--- src/design/arpc_pkg.sv ---
// Shared types and codes for the ARP cache with aging.
package arpc_pkg;

    // Action codes carried in a request.
    localparam logic [1:0] ACT_LOOKUP = 2'd0;
    localparam logic [1:0] ACT_ADD    = 2'd1;
    localparam logic [1:0] ACT_DELETE = 2'd2;

    // Status codes returned with each response.
    localparam logic [1:0] STAT_OK        = 2'd0;
    localparam logic [1:0] STAT_NOT_FOUND = 2'd1;
    localparam logic [1:0] STAT_PRESENT   = 2'd2;
    localparam logic [1:0] STAT_FULL      = 2'd3;

    // Reset value of the aging register, in seconds.
    localparam logic [15:0] AGING_RESET = 16'd60;

    // Width of the entry count field in a response.
    localparam int unsigned COUNT_W = 5;

    // One request.
    typedef struct packed {
        logic [1:0]  action;
        logic [31:0] ip_address;
        logic [47:0] mac_in;
        logic [31:0] now_seconds;
    } req_t;

    // One response.
    typedef struct packed {
        logic [1:0]         status;
        logic [47:0]        mac_out;
        logic               mac_unset;
        logic               expired;
        logic [COUNT_W-1:0] entry_count;
    } rsp_t;

    // One stored table entry.
    typedef struct packed {
        logic [31:0] ip;
        logic [47:0] mac;
        logic [31:0] stamp;
    } entry_t;

endpackage

--- src/design/arpc_ram.sv ---
// Simple dual-port synchronous RAM with a registered read port.
module arpc_ram #(
    parameter int unsigned DEPTH = 16,
    parameter int unsigned WIDTH = 112,
    parameter int unsigned AW    = 4
) (
    input  logic             clk,
    input  logic             wr_en,
    input  logic [AW-1:0]    wr_addr,
    input  logic [WIDTH-1:0] wr_data,
    input  logic             rd_en,
    input  logic [AW-1:0]    rd_addr,
    output logic [WIDTH-1:0] rd_data
);

    logic [WIDTH-1:0] mem [DEPTH];
    logic [WIDTH-1:0] rd_data_reg;

    // Write port.
    always_ff @(posedge clk)
    begin
        if (wr_en)
        begin
            mem[wr_addr] <= wr_data;
        end
    end

    // Read port, registered: data for an enabled read appears in the cycle after the address.
    always_ff @(posedge clk)
    begin
        if (rd_en)
        begin
            rd_data_reg <= mem[rd_addr];
        end
    end

    assign rd_data = rd_data_reg;

endmodule

--- src/design/arpc_ctrl.sv ---
// Sequencer: scans the entry RAM for the key, then updates the table and builds the response.
module arpc_ctrl #(
    parameter int unsigned ENTRIES = 16,
    parameter int unsigned IW      = 4,
    parameter int unsigned CW      = 5
) (
    input  logic                  clk,
    input  logic                  rst_n,
    input  logic                  in_valid,
    output logic                  in_ready,
    input  arpc_pkg::req_t        in_data,
    input  logic [15:0]           aging,
    output logic                  rsp_valid,
    input  logic                  rsp_ready,
    output arpc_pkg::rsp_t        rsp_data,
    output logic                  rd_en,
    output logic [IW-1:0]         rd_addr,
    input  arpc_pkg::entry_t      rd_data,
    output logic                  wr_en,
    output logic [IW-1:0]         wr_addr,
    output arpc_pkg::entry_t      wr_data
);

    localparam logic [1:0] ST_IDLE   = 2'd0;
    localparam logic [1:0] ST_SCAN   = 2'd1;
    localparam logic [1:0] ST_UPDATE = 2'd2;

    logic [1:0]            state_reg;
    logic [1:0]            state_next;
    arpc_pkg::req_t        req_reg;
    logic [CW-1:0]         addr_reg;
    logic                  pend_reg;
    logic [IW-1:0]         pend_idx_reg;
    logic                  hit_reg;
    logic [IW-1:0]         hit_idx_reg;
    logic [47:0]           hit_mac_reg;
    logic [31:0]           hit_stamp_reg;
    logic                  free_reg;
    logic [IW-1:0]         free_idx_reg;
    logic [ENTRIES-1:0]    valid_reg;
    logic [CW-1:0]         cnt_reg;
    logic [CW-1:0]         cnt_next;
    logic [CW+4:0]         cnt_ext;
    logic                  commit;
    logic                  do_set;
    logic                  do_clr;
    logic                  scan_done;
    logic                  pend_valid;
    logic [31:0]           age;

    assign in_ready  = (state_reg == ST_IDLE);
    assign rsp_valid = (state_reg == ST_UPDATE);
    assign commit    = rsp_valid && rsp_ready;

    // Read sweep: one address per cycle until every entry has been issued.
    assign rd_en     = (state_reg == ST_SCAN) && (addr_reg != CW'(ENTRIES));
    assign rd_addr   = addr_reg[IW-1:0];
    assign scan_done = (state_reg == ST_SCAN) && !rd_en && !pend_reg;

    // Entry returned by the RAM this cycle is only trusted when its valid bit is set.
    assign pend_valid = valid_reg[pend_idx_reg];

    // State sequencing.
    always_comb
    begin
        state_next = state_reg;
        unique case (state_reg)
            ST_IDLE:
            begin
                if (in_valid)
                begin
                    state_next = ST_SCAN;
                end
            end
            ST_SCAN:
            begin
                if (scan_done)
                begin
                    state_next = ST_UPDATE;
                end
            end
            ST_UPDATE:
            begin
                if (rsp_ready)
                begin
                    state_next = ST_IDLE;
                end
            end
            default:
            begin
                state_next = ST_IDLE;
            end
        endcase
    end

    // Response and table update, decided once the sweep has finished.
    assign age = req_reg.now_seconds - hit_stamp_reg;

    always_comb
    begin
        rsp_data = '0;
        do_set   = 1'b0;
        do_clr   = 1'b0;
        unique case (req_reg.action)
            arpc_pkg::ACT_LOOKUP:
            begin
                if (hit_reg)
                begin
                    rsp_data.mac_out   = hit_mac_reg;
                    rsp_data.mac_unset = (hit_mac_reg == 48'd0);
                    rsp_data.expired   = (age > {16'd0, aging});
                end
                else
                begin
                    rsp_data.status = arpc_pkg::STAT_NOT_FOUND;
                end
            end
            arpc_pkg::ACT_ADD:
            begin
                if (hit_reg)
                begin
                    rsp_data.status = arpc_pkg::STAT_PRESENT;
                end
                else if (free_reg)
                begin
                    do_set = 1'b1;
                end
                else
                begin
                    rsp_data.status = arpc_pkg::STAT_FULL;
                end
            end
            arpc_pkg::ACT_DELETE:
            begin
                if (hit_reg)
                begin
                    do_clr = 1'b1;
                end
                else
                begin
                    rsp_data.status = arpc_pkg::STAT_NOT_FOUND;
                end
            end
            default:
            begin
            end
        endcase
        rsp_data.entry_count = cnt_ext[arpc_pkg::COUNT_W-1:0];
    end

    // Count after this operation; the response shows its low bits.
    always_comb
    begin
        cnt_next = cnt_reg;
        if (do_set)
        begin
            cnt_next = cnt_reg + CW'(1);
        end
        else if (do_clr)
        begin
            cnt_next = cnt_reg - CW'(1);
        end
    end

    assign cnt_ext = {5'd0, cnt_next};

    // New entry goes into the lowest free slot found by the sweep.
    assign wr_en         = commit && do_set;
    assign wr_addr       = free_idx_reg;
    assign wr_data.ip    = req_reg.ip_address;
    assign wr_data.mac   = req_reg.mac_in;
    assign wr_data.stamp = req_reg.now_seconds;

    // Control state.
    always_ff @(posedge clk or negedge rst_n)
    begin
        if (!rst_n)
        begin
            state_reg <= ST_IDLE;
            addr_reg  <= '0;
            pend_reg  <= 1'b0;
            hit_reg   <= 1'b0;
            free_reg  <= 1'b0;
            valid_reg <= '0;
            cnt_reg   <= '0;
        end
        else
        begin
            state_reg <= state_next;
            if (in_valid && in_ready)
            begin
                addr_reg <= '0;
                pend_reg <= 1'b0;
                hit_reg  <= 1'b0;
                free_reg <= 1'b0;
            end
            else
            begin
                pend_reg <= rd_en;
                if (rd_en)
                begin
                    addr_reg <= addr_reg + CW'(1);
                end
                if (pend_reg && pend_valid && (rd_data.ip == req_reg.ip_address))
                begin
                    hit_reg <= 1'b1;
                end
                if (pend_reg && !pend_valid)
                begin
                    free_reg <= 1'b1;
                end
            end
            if (commit)
            begin
                cnt_reg <= cnt_next;
                if (do_set)
                begin
                    valid_reg[free_idx_reg] <= 1'b1;
                end
                if (do_clr)
                begin
                    valid_reg[hit_idx_reg] <= 1'b0;
                end
            end
        end
    end

    // Request hold and sweep results.
    always_ff @(posedge clk)
    begin
        if (in_valid && in_ready)
        begin
            req_reg <= in_data;
        end
        if (rd_en)
        begin
            pend_idx_reg <= rd_addr;
        end
        if (pend_reg && pend_valid && !hit_reg && (rd_data.ip == req_reg.ip_address))
        begin
            hit_idx_reg   <= pend_idx_reg;
            hit_mac_reg   <= rd_data.mac;
            hit_stamp_reg <= rd_data.stamp;
        end
        if (pend_reg && !pend_valid && !free_reg)
        begin
            free_idx_reg <= pend_idx_reg;
        end
    end

endmodule

--- src/design/arp_cache_with_aging_top.sv ---
// ARP cache with aging top level: aging register, entry RAM, sequencer, output register.
//
// Each request (lookup, add or delete by IPv4 address) is handled by a sweep of the entry RAM's
// single read port, one entry per cycle, followed by an update step. One request is worked on
// at a time. The sequencer is free again once the response has moved into the output register,
// and a new request can be taken only then. A finished response sits in the output register,
// so the next request is accepted while the response waits to be taken. Valid bits sit in
// flip-flops and clear at reset, so no clearing pass is needed. Add uses the lowest-numbered
// free slot and reports a full table when none is free. Aged entries are only flagged on
// lookup; removing them is up to the user.
module arp_cache_with_aging_top #(
    parameter int unsigned ENTRIES = 16
) (
    input  logic           clk,
    input  logic           rst_n,
    input  logic           in_valid,
    output logic           in_ready,
    input  arpc_pkg::req_t in_data,
    output logic           out_valid,
    input  logic           out_ready,
    output arpc_pkg::rsp_t out_data,
    input  logic           cfg_we,
    input  logic [15:0]    cfg_wdata
);

    localparam int unsigned IW = (ENTRIES > 1) ? $clog2(ENTRIES) : 1;
    localparam int unsigned CW = $clog2(ENTRIES + 1);
    localparam int unsigned EW = $bits(arpc_pkg::entry_t);

    logic [15:0]      aging_reg;
    logic             out_valid_reg;
    arpc_pkg::rsp_t   out_data_reg;
    logic             rsp_valid;
    logic             rsp_ready;
    arpc_pkg::rsp_t   rsp_data;
    logic             rd_en;
    logic [IW-1:0]    rd_addr;
    arpc_pkg::entry_t rd_data;
    logic             wr_en;
    logic [IW-1:0]    wr_addr;
    arpc_pkg::entry_t wr_data;

    // Aging threshold register.
    always_ff @(posedge clk or negedge rst_n)
    begin
        if (!rst_n)
        begin
            aging_reg <= arpc_pkg::AGING_RESET;
        end
        else if (cfg_we)
        begin
            aging_reg <= cfg_wdata;
        end
    end

    // Entry storage.
    arpc_ram #(
        .DEPTH (ENTRIES),
        .WIDTH (EW),
        .AW    (IW)
    ) u_ram (
        .clk     (clk),
        .wr_en   (wr_en),
        .wr_addr (wr_addr),
        .wr_data (wr_data),
        .rd_en   (rd_en),
        .rd_addr (rd_addr),
        .rd_data (rd_data)
    );

    // Sweep and update sequencer.
    arpc_ctrl #(
        .ENTRIES (ENTRIES),
        .IW      (IW),
        .CW      (CW)
    ) u_ctrl (
        .clk       (clk),
        .rst_n     (rst_n),
        .in_valid  (in_valid),
        .in_ready  (in_ready),
        .in_data   (in_data),
        .aging     (aging_reg),
        .rsp_valid (rsp_valid),
        .rsp_ready (rsp_ready),
        .rsp_data  (rsp_data),
        .rd_en     (rd_en),
        .rd_addr   (rd_addr),
        .rd_data   (rd_data),
        .wr_en     (wr_en),
        .wr_addr   (wr_addr),
        .wr_data   (wr_data)
    );

    // Output register: takes a new response when empty or being drained.
    assign rsp_ready = !out_valid_reg || out_ready;

    always_ff @(posedge clk or negedge rst_n)
    begin
        if (!rst_n)
        begin
            out_valid_reg <= 1'b0;
        end
        else if (rsp_valid && rsp_ready)
        begin
            out_valid_reg <= 1'b1;
        end
        else if (out_ready)
        begin
            out_valid_reg <= 1'b0;
        end
    end

    always_ff @(posedge clk)
    begin
        if (rsp_valid && rsp_ready)
        begin
            out_data_reg <= rsp_data;
        end
    end

    assign out_valid = out_valid_reg;
    assign out_data  = out_data_reg;

endmodule

--- config.mk ---
export PLATFORM = sky130hd
export DESIGN_NAME = arp_cache_with_aging_top
export DESIGN_NICKNAME = d
export VERILOG_FILES = /design/src/design/arpc_pkg.sv /design/src/design/arpc_ram.sv /design/src/design/arpc_ctrl.sv /design/src/design/arp_cache_with_aging_top.sv
export SDC_FILE = /design/constraint.sdc
export NUM_CORES = 2
export LEC_CHECK = 0
export ABC_CLOCK_PERIOD_IN_PS = 26200
export BUFFER_PORTS_ARGS = -buffer_cell sky130_fd_sc_hd__buf_2
export CORE_MARGIN = 5
export CORE_UTILIZATION = 45
export CTS_BUF_LIST = sky130_fd_sc_hd__clkbuf_4 sky130_fd_sc_hd__clkbuf_8 sky130_fd_sc_hd__clkbuf_16
export CTS_CLUSTER_SIZE = 24
export DETAILED_ROUTE_END_ITERATION = 10
export GPL_TIMING_DRIVEN = 0
export MAX_ROUTING_LAYER = met4
export PLACE_DENSITY_LB_ADDON = 0.1
export SKIP_CTS_REPAIR_TIMING = 1
export SLEW_MARGIN = 20
export SYNTH_ARGS = -nofsm -noshare
export SYNTH_HDL_FRONTEND = slang
export SYNTH_HIERARCHICAL = 1
export SYNTH_SLANG_ARGS = --single-unit
--- constraint.sdc ---
create_clock -name clk -period 26.2 [get_ports clk]
set_input_delay 1.31 -clock clk [delete_from_list [all_inputs] [get_ports clk]]
set_output_delay 1.31 -clock clk [all_outputs]
set_load 0.02 [all_outputs]
Word level (Yosys, flattened, before mapping)

Memories as Yosys holds them, arrays and structs flattened. A register that Yosys moved wholly into a read port is not among the register bits.
Index checks and enable logic that the tools add are counted.

Reduce and logical (&&, ||, !) cells: 31
Shift operators: 0
Muxes and demuxes: 35
Bitwise gates (word level): 3
Order comparisons: 6
Multipliers: 0
Divide/modulo/power cells: 0
Add/sub/neg operators: 4
Equal/unequal tests: 9

Operators by type and width:

| cell                                                                                | count |
|---|---|
| 48-bit zero test                                                                    | 1 |
| 16-bit 2-to-1 mux                                                                   | 3 |
| 32-bit equality test                                                                | 1 |
| 32-bit by 16-bit > comparator with 1-bit output                                     | 1 |
| 32-bit subtractor                                                                   | 1 |
| 5-bit 2-to-1 mux                                                                    | 4 |
| 1-bit 2-to-1 mux                                                                    | 18 |
| 16-bit AND                                                                          | 1 |
| 16-bit inverter                                                                     | 1 |
| 16-bit bitwise OR                                                                   | 1 |
| 4-bit by 5-bit < comparator with 1-bit output, second input constant                | 3 |
| 1-bit logical AND                                                                   | 14 |
| 5-bit by 1-bit adder with 5-bit output, second input constant                       | 2 |
| 2-bit 2-to-1 mux                                                                    | 5 |
| 1-bit demux with 4-bit select                                                       | 2 |
| 4-bit by 1-bit greater-or-equal comparator with 1-bit output, second input constant | 2 |
| 2-bit nonzero test                                                                  | 4 |
| 1-bit zero test                                                                     | 6 |
| 2-bit case mux with 3 select lines                                                  | 1 |
| 5-bit != test, second input constant                                                | 1 |
| 5-bit by 1-bit subtractor with 5-bit output, second input constant                  | 1 |
| 1-bit binary-select mux with 4-bit select                                           | 1 |
| 2-bit by 1-bit equality test with 1-bit output, second input constant               | 2 |
| 2-bit equality test, second input constant                                          | 2 |
| other kinds (8)                                                                     | 10 |

RAM bits: 1792
Bits in registers: 311
Output and inout port bits: 59
Logic and storage cells: 112
ROM bits: 0
Bits of input ports: 135
Bits in latches: 0
Memories: 1

Memory list:

| name      | depth | bits a word | rd ports | clocked after Yosys merged registers in | wr ports | line           | RTL |
|---|---|---|---|---|---|---|---|
| u_ram.mem | 16    | 112         | 1        | 1                                       | 1        | arpc_ram.sv:16 | `logic [WIDTH-1:0] mem [DEPTH];` |

Longest topological paths before layout

Depth in word-level cells: 9
Depth in mapped cells: 18
Depth with buffers taken out: 18

Modules after synthesis

The synthesis kept the hierarchy.

Modules (own cells, without submodules):

| module                   | cells each | seq. area each (um2) | area an instance (um2) | times used |
|---|---|---|---|---|
| arpc_ram                 | 2864       | 57174.8              | 70301.2                | 1 |
| arpc_ctrl                | 967        | 6961.7               | 11965.2                | 1 |
| arp_cache_with_aging_top | 95         | 2142.1               | 2409.8                 | 1 |

Worst setup path before layout

Ideal clock, no wire load.

Kind: input-to-reg
Start point: in out_ready
End point: mem u_ram.mem[0][0] (enable)
Cell stages on the path: 5
Arrival time: 9.800 ns
Slack: 15.680 ns
Path buffers: 0
Data required time: 25.480 ns
Library setup time: 0.720 ns
Cell sequence: nand2b_1 nand3_1 inv_1 or3b_2 nor3_1

Word-level cells in the longest chain between the ends: 5

Ends and longest elaborated chain:

| element                                | line                           | RTL |
|---|---|---|
| from (decl)                            | arp_cache_with_aging_top.sv:20 | `input logic out_ready,` |
| 1-bit logical OR                       | arp_cache_with_aging_top.sv:95 | `assign rsp_ready = !out_valid_reg \|\| out_ready;` |
| 1-bit logical AND                      | arpc_ctrl.sv:53                | `assign commit = rsp_valid && rsp_ready;` |
| 1-bit logical AND                      | arpc_ctrl.sv:168               | `assign wr_en = commit && do_set;` |
| named net wr_en                        | arp_cache_with_aging_top.sv:39 | `logic wr_en;` |
| 1-bit 2-to-1 mux                       | arpc_ram.sv:22                 | `if (wr_en)` |
| 1-bit 2-to-1 mux (implied by the code) | arpc_ram.sv:24                 | `mem[wr_addr] <= wr_data;` |
| to (decl)                              | arpc_ram.sv:16                 |  |

The timed path passes the listed nets, and every way through them passes these cells.

Worst setup path after layout

Start point: reg u_ctrl.req_reg (netlist bit u_ctrl/wr_data[83])
End point: reg u_ctrl.hit_mac_reg[15] (enable)

Word-level cells in the longest chain between the ends: 2

Ends and longest elaborated chain:

| element                | line             | RTL |
|---|---|---|
| from (decl)            | arpc_ctrl.sv:30  | `arpc_pkg::req_t req_reg;` |
| from (signal assigned) | arpc_ctrl.sv:233 | `req_reg <= in_data;` |
| 32-bit equality test   | arpc_ctrl.sv:239 | `if (pend_reg && pend_valid && !hit_reg && (rd_data.ip == req_reg.ip_address))` |
| 1-bit logical AND      | arpc_ctrl.sv:239 |  |
| to (signal assigned)   | arpc_ctrl.sv:242 | `hit_mac_reg <= rd_data.mac;` |
| to (decl)              | arpc_ctrl.sv:36  | `logic [47:0] hit_mac_reg;` |

Every way passes these cells.
A chain may end at the register's enable or synchronous reset.

==> reports/results.tsv <==
stage	metric	value	unit
routing	drtIter0Drc	3922	
routing	wire_per_inst	29.4	µm
yosys	yosysTopAreaCell	edfxtp_1	
clock_network	cts_tree	done	
sta	fin_setup_tns	0	ns
placed_design	dp_slack	21.23	ns
setup_path	worstPathArrival	5.19	ns
floorplan	io_pins	194	
setup_path	critPathMaxStageDelay	0.86	ns
global_route	grt_pass1_vias	41800	
clock_network	path_clk_slew	0.07	ns
yosys	yosysSeqAreaShare	78.3	%
layout	nNetsFinal	4726	
clock_network	htree_levels	4	
power	power_density	93.4	nW/µm²
yosys	ys_types	70	
global_route	grt_max_degree	49	
routing	drc	0	
yosys	synth_edf_count	2167	
placed_design	port-buffer-count	192	
yosys	synthArstFlopShare	2.17	%
routing	vias	40900	
layout	largest_register_ffs	1792	
setup_path	worst-path-buf-inv	4	
clock_network	clk-insertion-delay-late	0.86	ns
setup_path	start_kind	register	
setup_path	rrSetupSlack	21.54	ns
yosys	yosys_warnings	6	
yosys	synth.avg_cell_area	21.6	µm²
floorplan	core	187000	µm²
clock_network	cts_root_buf	clkbuf_16	
routing	final_antenna_net_count	0	
routing	viasPerCell	5.66	
power	ir_drop	68.0	µV
layout	drive_above_1_share	30.6	%
floorplan	die_h	444	µm
clock_network	cts_buffers	224	
sta	fmaxAchievable	215	MHz
sta	rsz0062_at_grt	no	
floorplan	initial_core_util	45.2	%
global_route	grt_usage	22.2	%
placed_design	hpwlAfterDp	139	mm
sta	finalSetupViolations	0	
sta	period_share	17.8	%
floorplan	die_w	444	µm
yosys	synth_cells	3926	
floorplan	rows	159	
global_route	grt_overflow	0	
clock_network	clockBufferDepth	3	
sta	drv_slew	0	
sta	skew	0.0572	ns
min_path	hold_class	reg2reg	
yosys	synthesis.area	84700	µm²
global_route	grt_pass1_wl	304	mm
placed_design	routabilityCongestion	0.811	
sta	fin_ws	21.54	ns
sta	slew_headroom	26.7	%
sta	min_period	4.66	ns
yosys	synth_ff_type	edfxtp_1	
power	p_leak	0.0329	µW
floorplan	die-area	197000	µm²
flow_run	drv_cap	0	
run_status	status	complete, no violations	
yosys	synth_top_area_share	76.8	%
yosys	yosys_register_bits	2215	
clock_network	clock-sinks	2215	
routing	drt-total-wl	212	mm
setup_path	path_max_fanout	20	
setup_path	critPathTopFamily	simple AND/OR/NAND/NOR gates	
sta	tightestPinTransition	1.10	ns
setup_path	required	26.74	ns
routing	dr.pass1.iters	7	
setup_path	cp_cell_sequence	xnor2_1 > nand4_1 > nor4_1 > nand4_1 > nor4_2 > nand2_1 > nor2_4 > buf_12 > buf_16 > buf_16 > buf_12	
layout	fillers	14700	
sta	finalHoldViolCount	0	
global_route	antenna_found_initial	7	
layout	syn_to_final_growth	17.3	%
yosys	syn_nets	4113	
yosys	synth_area_leaders	edfxtp_1, mux4_2, a22oi_1	
setup_path	critical_path_class	reg2reg	
setup_path	worst_path_max_delay_cell	nor4_2	
setup_path	end_kind	register	
-- layer usage --
layer,global-route usage [%],routed length [µm]
met1,31.2,92900
met2,34.0,101000
met3,4.01,13400
met4,5.64,4950
met5,-,0
-- synth_stat cells (17+ instances only) --
library cell and number:
nand4_1 20, xnor2_1 45, a22oi_1 226, mux4_2 453, ha_1 51, inv_1 70
edfxtp_1 2167, clkbuf_1 58, and2_1 53, nand3_1 17, buf_1 33, buf_2 24
nor4_1 21, dfrtp_1 44, a21oi_1 64, buf_4 149, nor3_1 18, nand2_1 152
nor2_1 56
-- report_power, final --
part	internal, µW	total, µW	leakage [µW]	switching [µW]
Sequential	4040	4100	0.0203	57.0
Combinational	884	2050	0.00904	1170
Clock	1800	3120	0.00360	1330
Total	6720	9280	0.0329	2550
-- through the flow --
step	total power, µW	hold slack, ns	instances	utilization, %	area, µm²
2_1_floorplan	5510	0.400	3926	-	84700
3_3_place_gp	6240	0.401	6613	47.4	88800
3_5_place_dp	6260	0.405	6808	49.2	92100
4_1_cts	9390	0.402	7226	53.0	99400
5_1_grt	9660	0.417	7227	53.0	99400
6_report	9280	0.398	7230	53.0	99400
-- cell usage in the layout (no fill, tap or decap), drive strengths merged, types with 12 or more instances in the layout --
master / instances
clkinv: 116
mux4: 453
bufinv: 17
nor2: 56
inv: 76
o21ai: 14
nand3: 17
nor2b: 14
nor4: 21
nor3: 19
a31oi: 16
edfxtp: 2167
xnor2: 45
nand2b: 12
nand4: 20
dfrtp: 44
a22oi: 226
nand2: 152
buf: 610
clkbuf: 331
and2: 53
a21oi: 64
mux2: 18
ha: 51
xor2: 16
-- kinds of logic (layout without fill, tap and decap cells) --
kind of cell	count (synthesis)	count (layout)	synth area share [%]
multiplexers	479	479	12.4
AND/OR/NAND/NOR	389	389	2.26
other	0	4	0
XOR/XNOR	61	61	0.631
adder cells (fa/ha/maj)	52	52	0.777
buffers and inverters	352	1157	2.43
AO/OA/AOI/OAI	378	378	3.20
flip-flops	2215	2215	78.3
-- layout make-up --
type | instances | area (µm²) | share of cell area [%]
Multi-Input combinational cell | 1359 | 16500 | 16.6
Inverter | 70 | 263 | 0.264
Timing Repair Buffer | 387 | 4170 | 4.20
Clock buffer | 272 | 6010 | 6.05
Antenna cell | 4 | 10.0 | 0.0101
Tap cell | 2495 | 3120 | 3.14
Clock inverter | 146 | 1210 | 1.22
Buffer | 282 | 1800 | 1.82
Sequential cell | 2215 | 66300 | 66.7
-- path summary, 6_finish.rpt --
path	end	cells past startpoint	start
worst max-delay path	u_ctrl/hit_mac_reg[15]$_DFFE_PP_	11	u_ctrl/wr_data[83]$_DFFE_PP_
worst min-delay path	u_ctrl/hit_stamp_reg[25]$_DFFE_PP_	0	u_ram/rd_data[25]$_DFFE_PP_
worst max register to register	u_ctrl/hit_mac_reg[15]$_DFFE_PP_	11	u_ctrl/wr_data[83]$_DFFE_PP_
worst min register to register	u_ctrl/hit_stamp_reg[25]$_DFFE_PP_	0	u_ram/rd_data[25]$_DFFE_PP_
max in group asynchronous	u_ctrl/addr_reg[3]$_DFFE_PN0P_	1	rst_n
min in group asynchronous	u_ctrl/hit_reg$_DFFE_PN0P_	1	rst_n
Power figures use the tool's default switching activity.
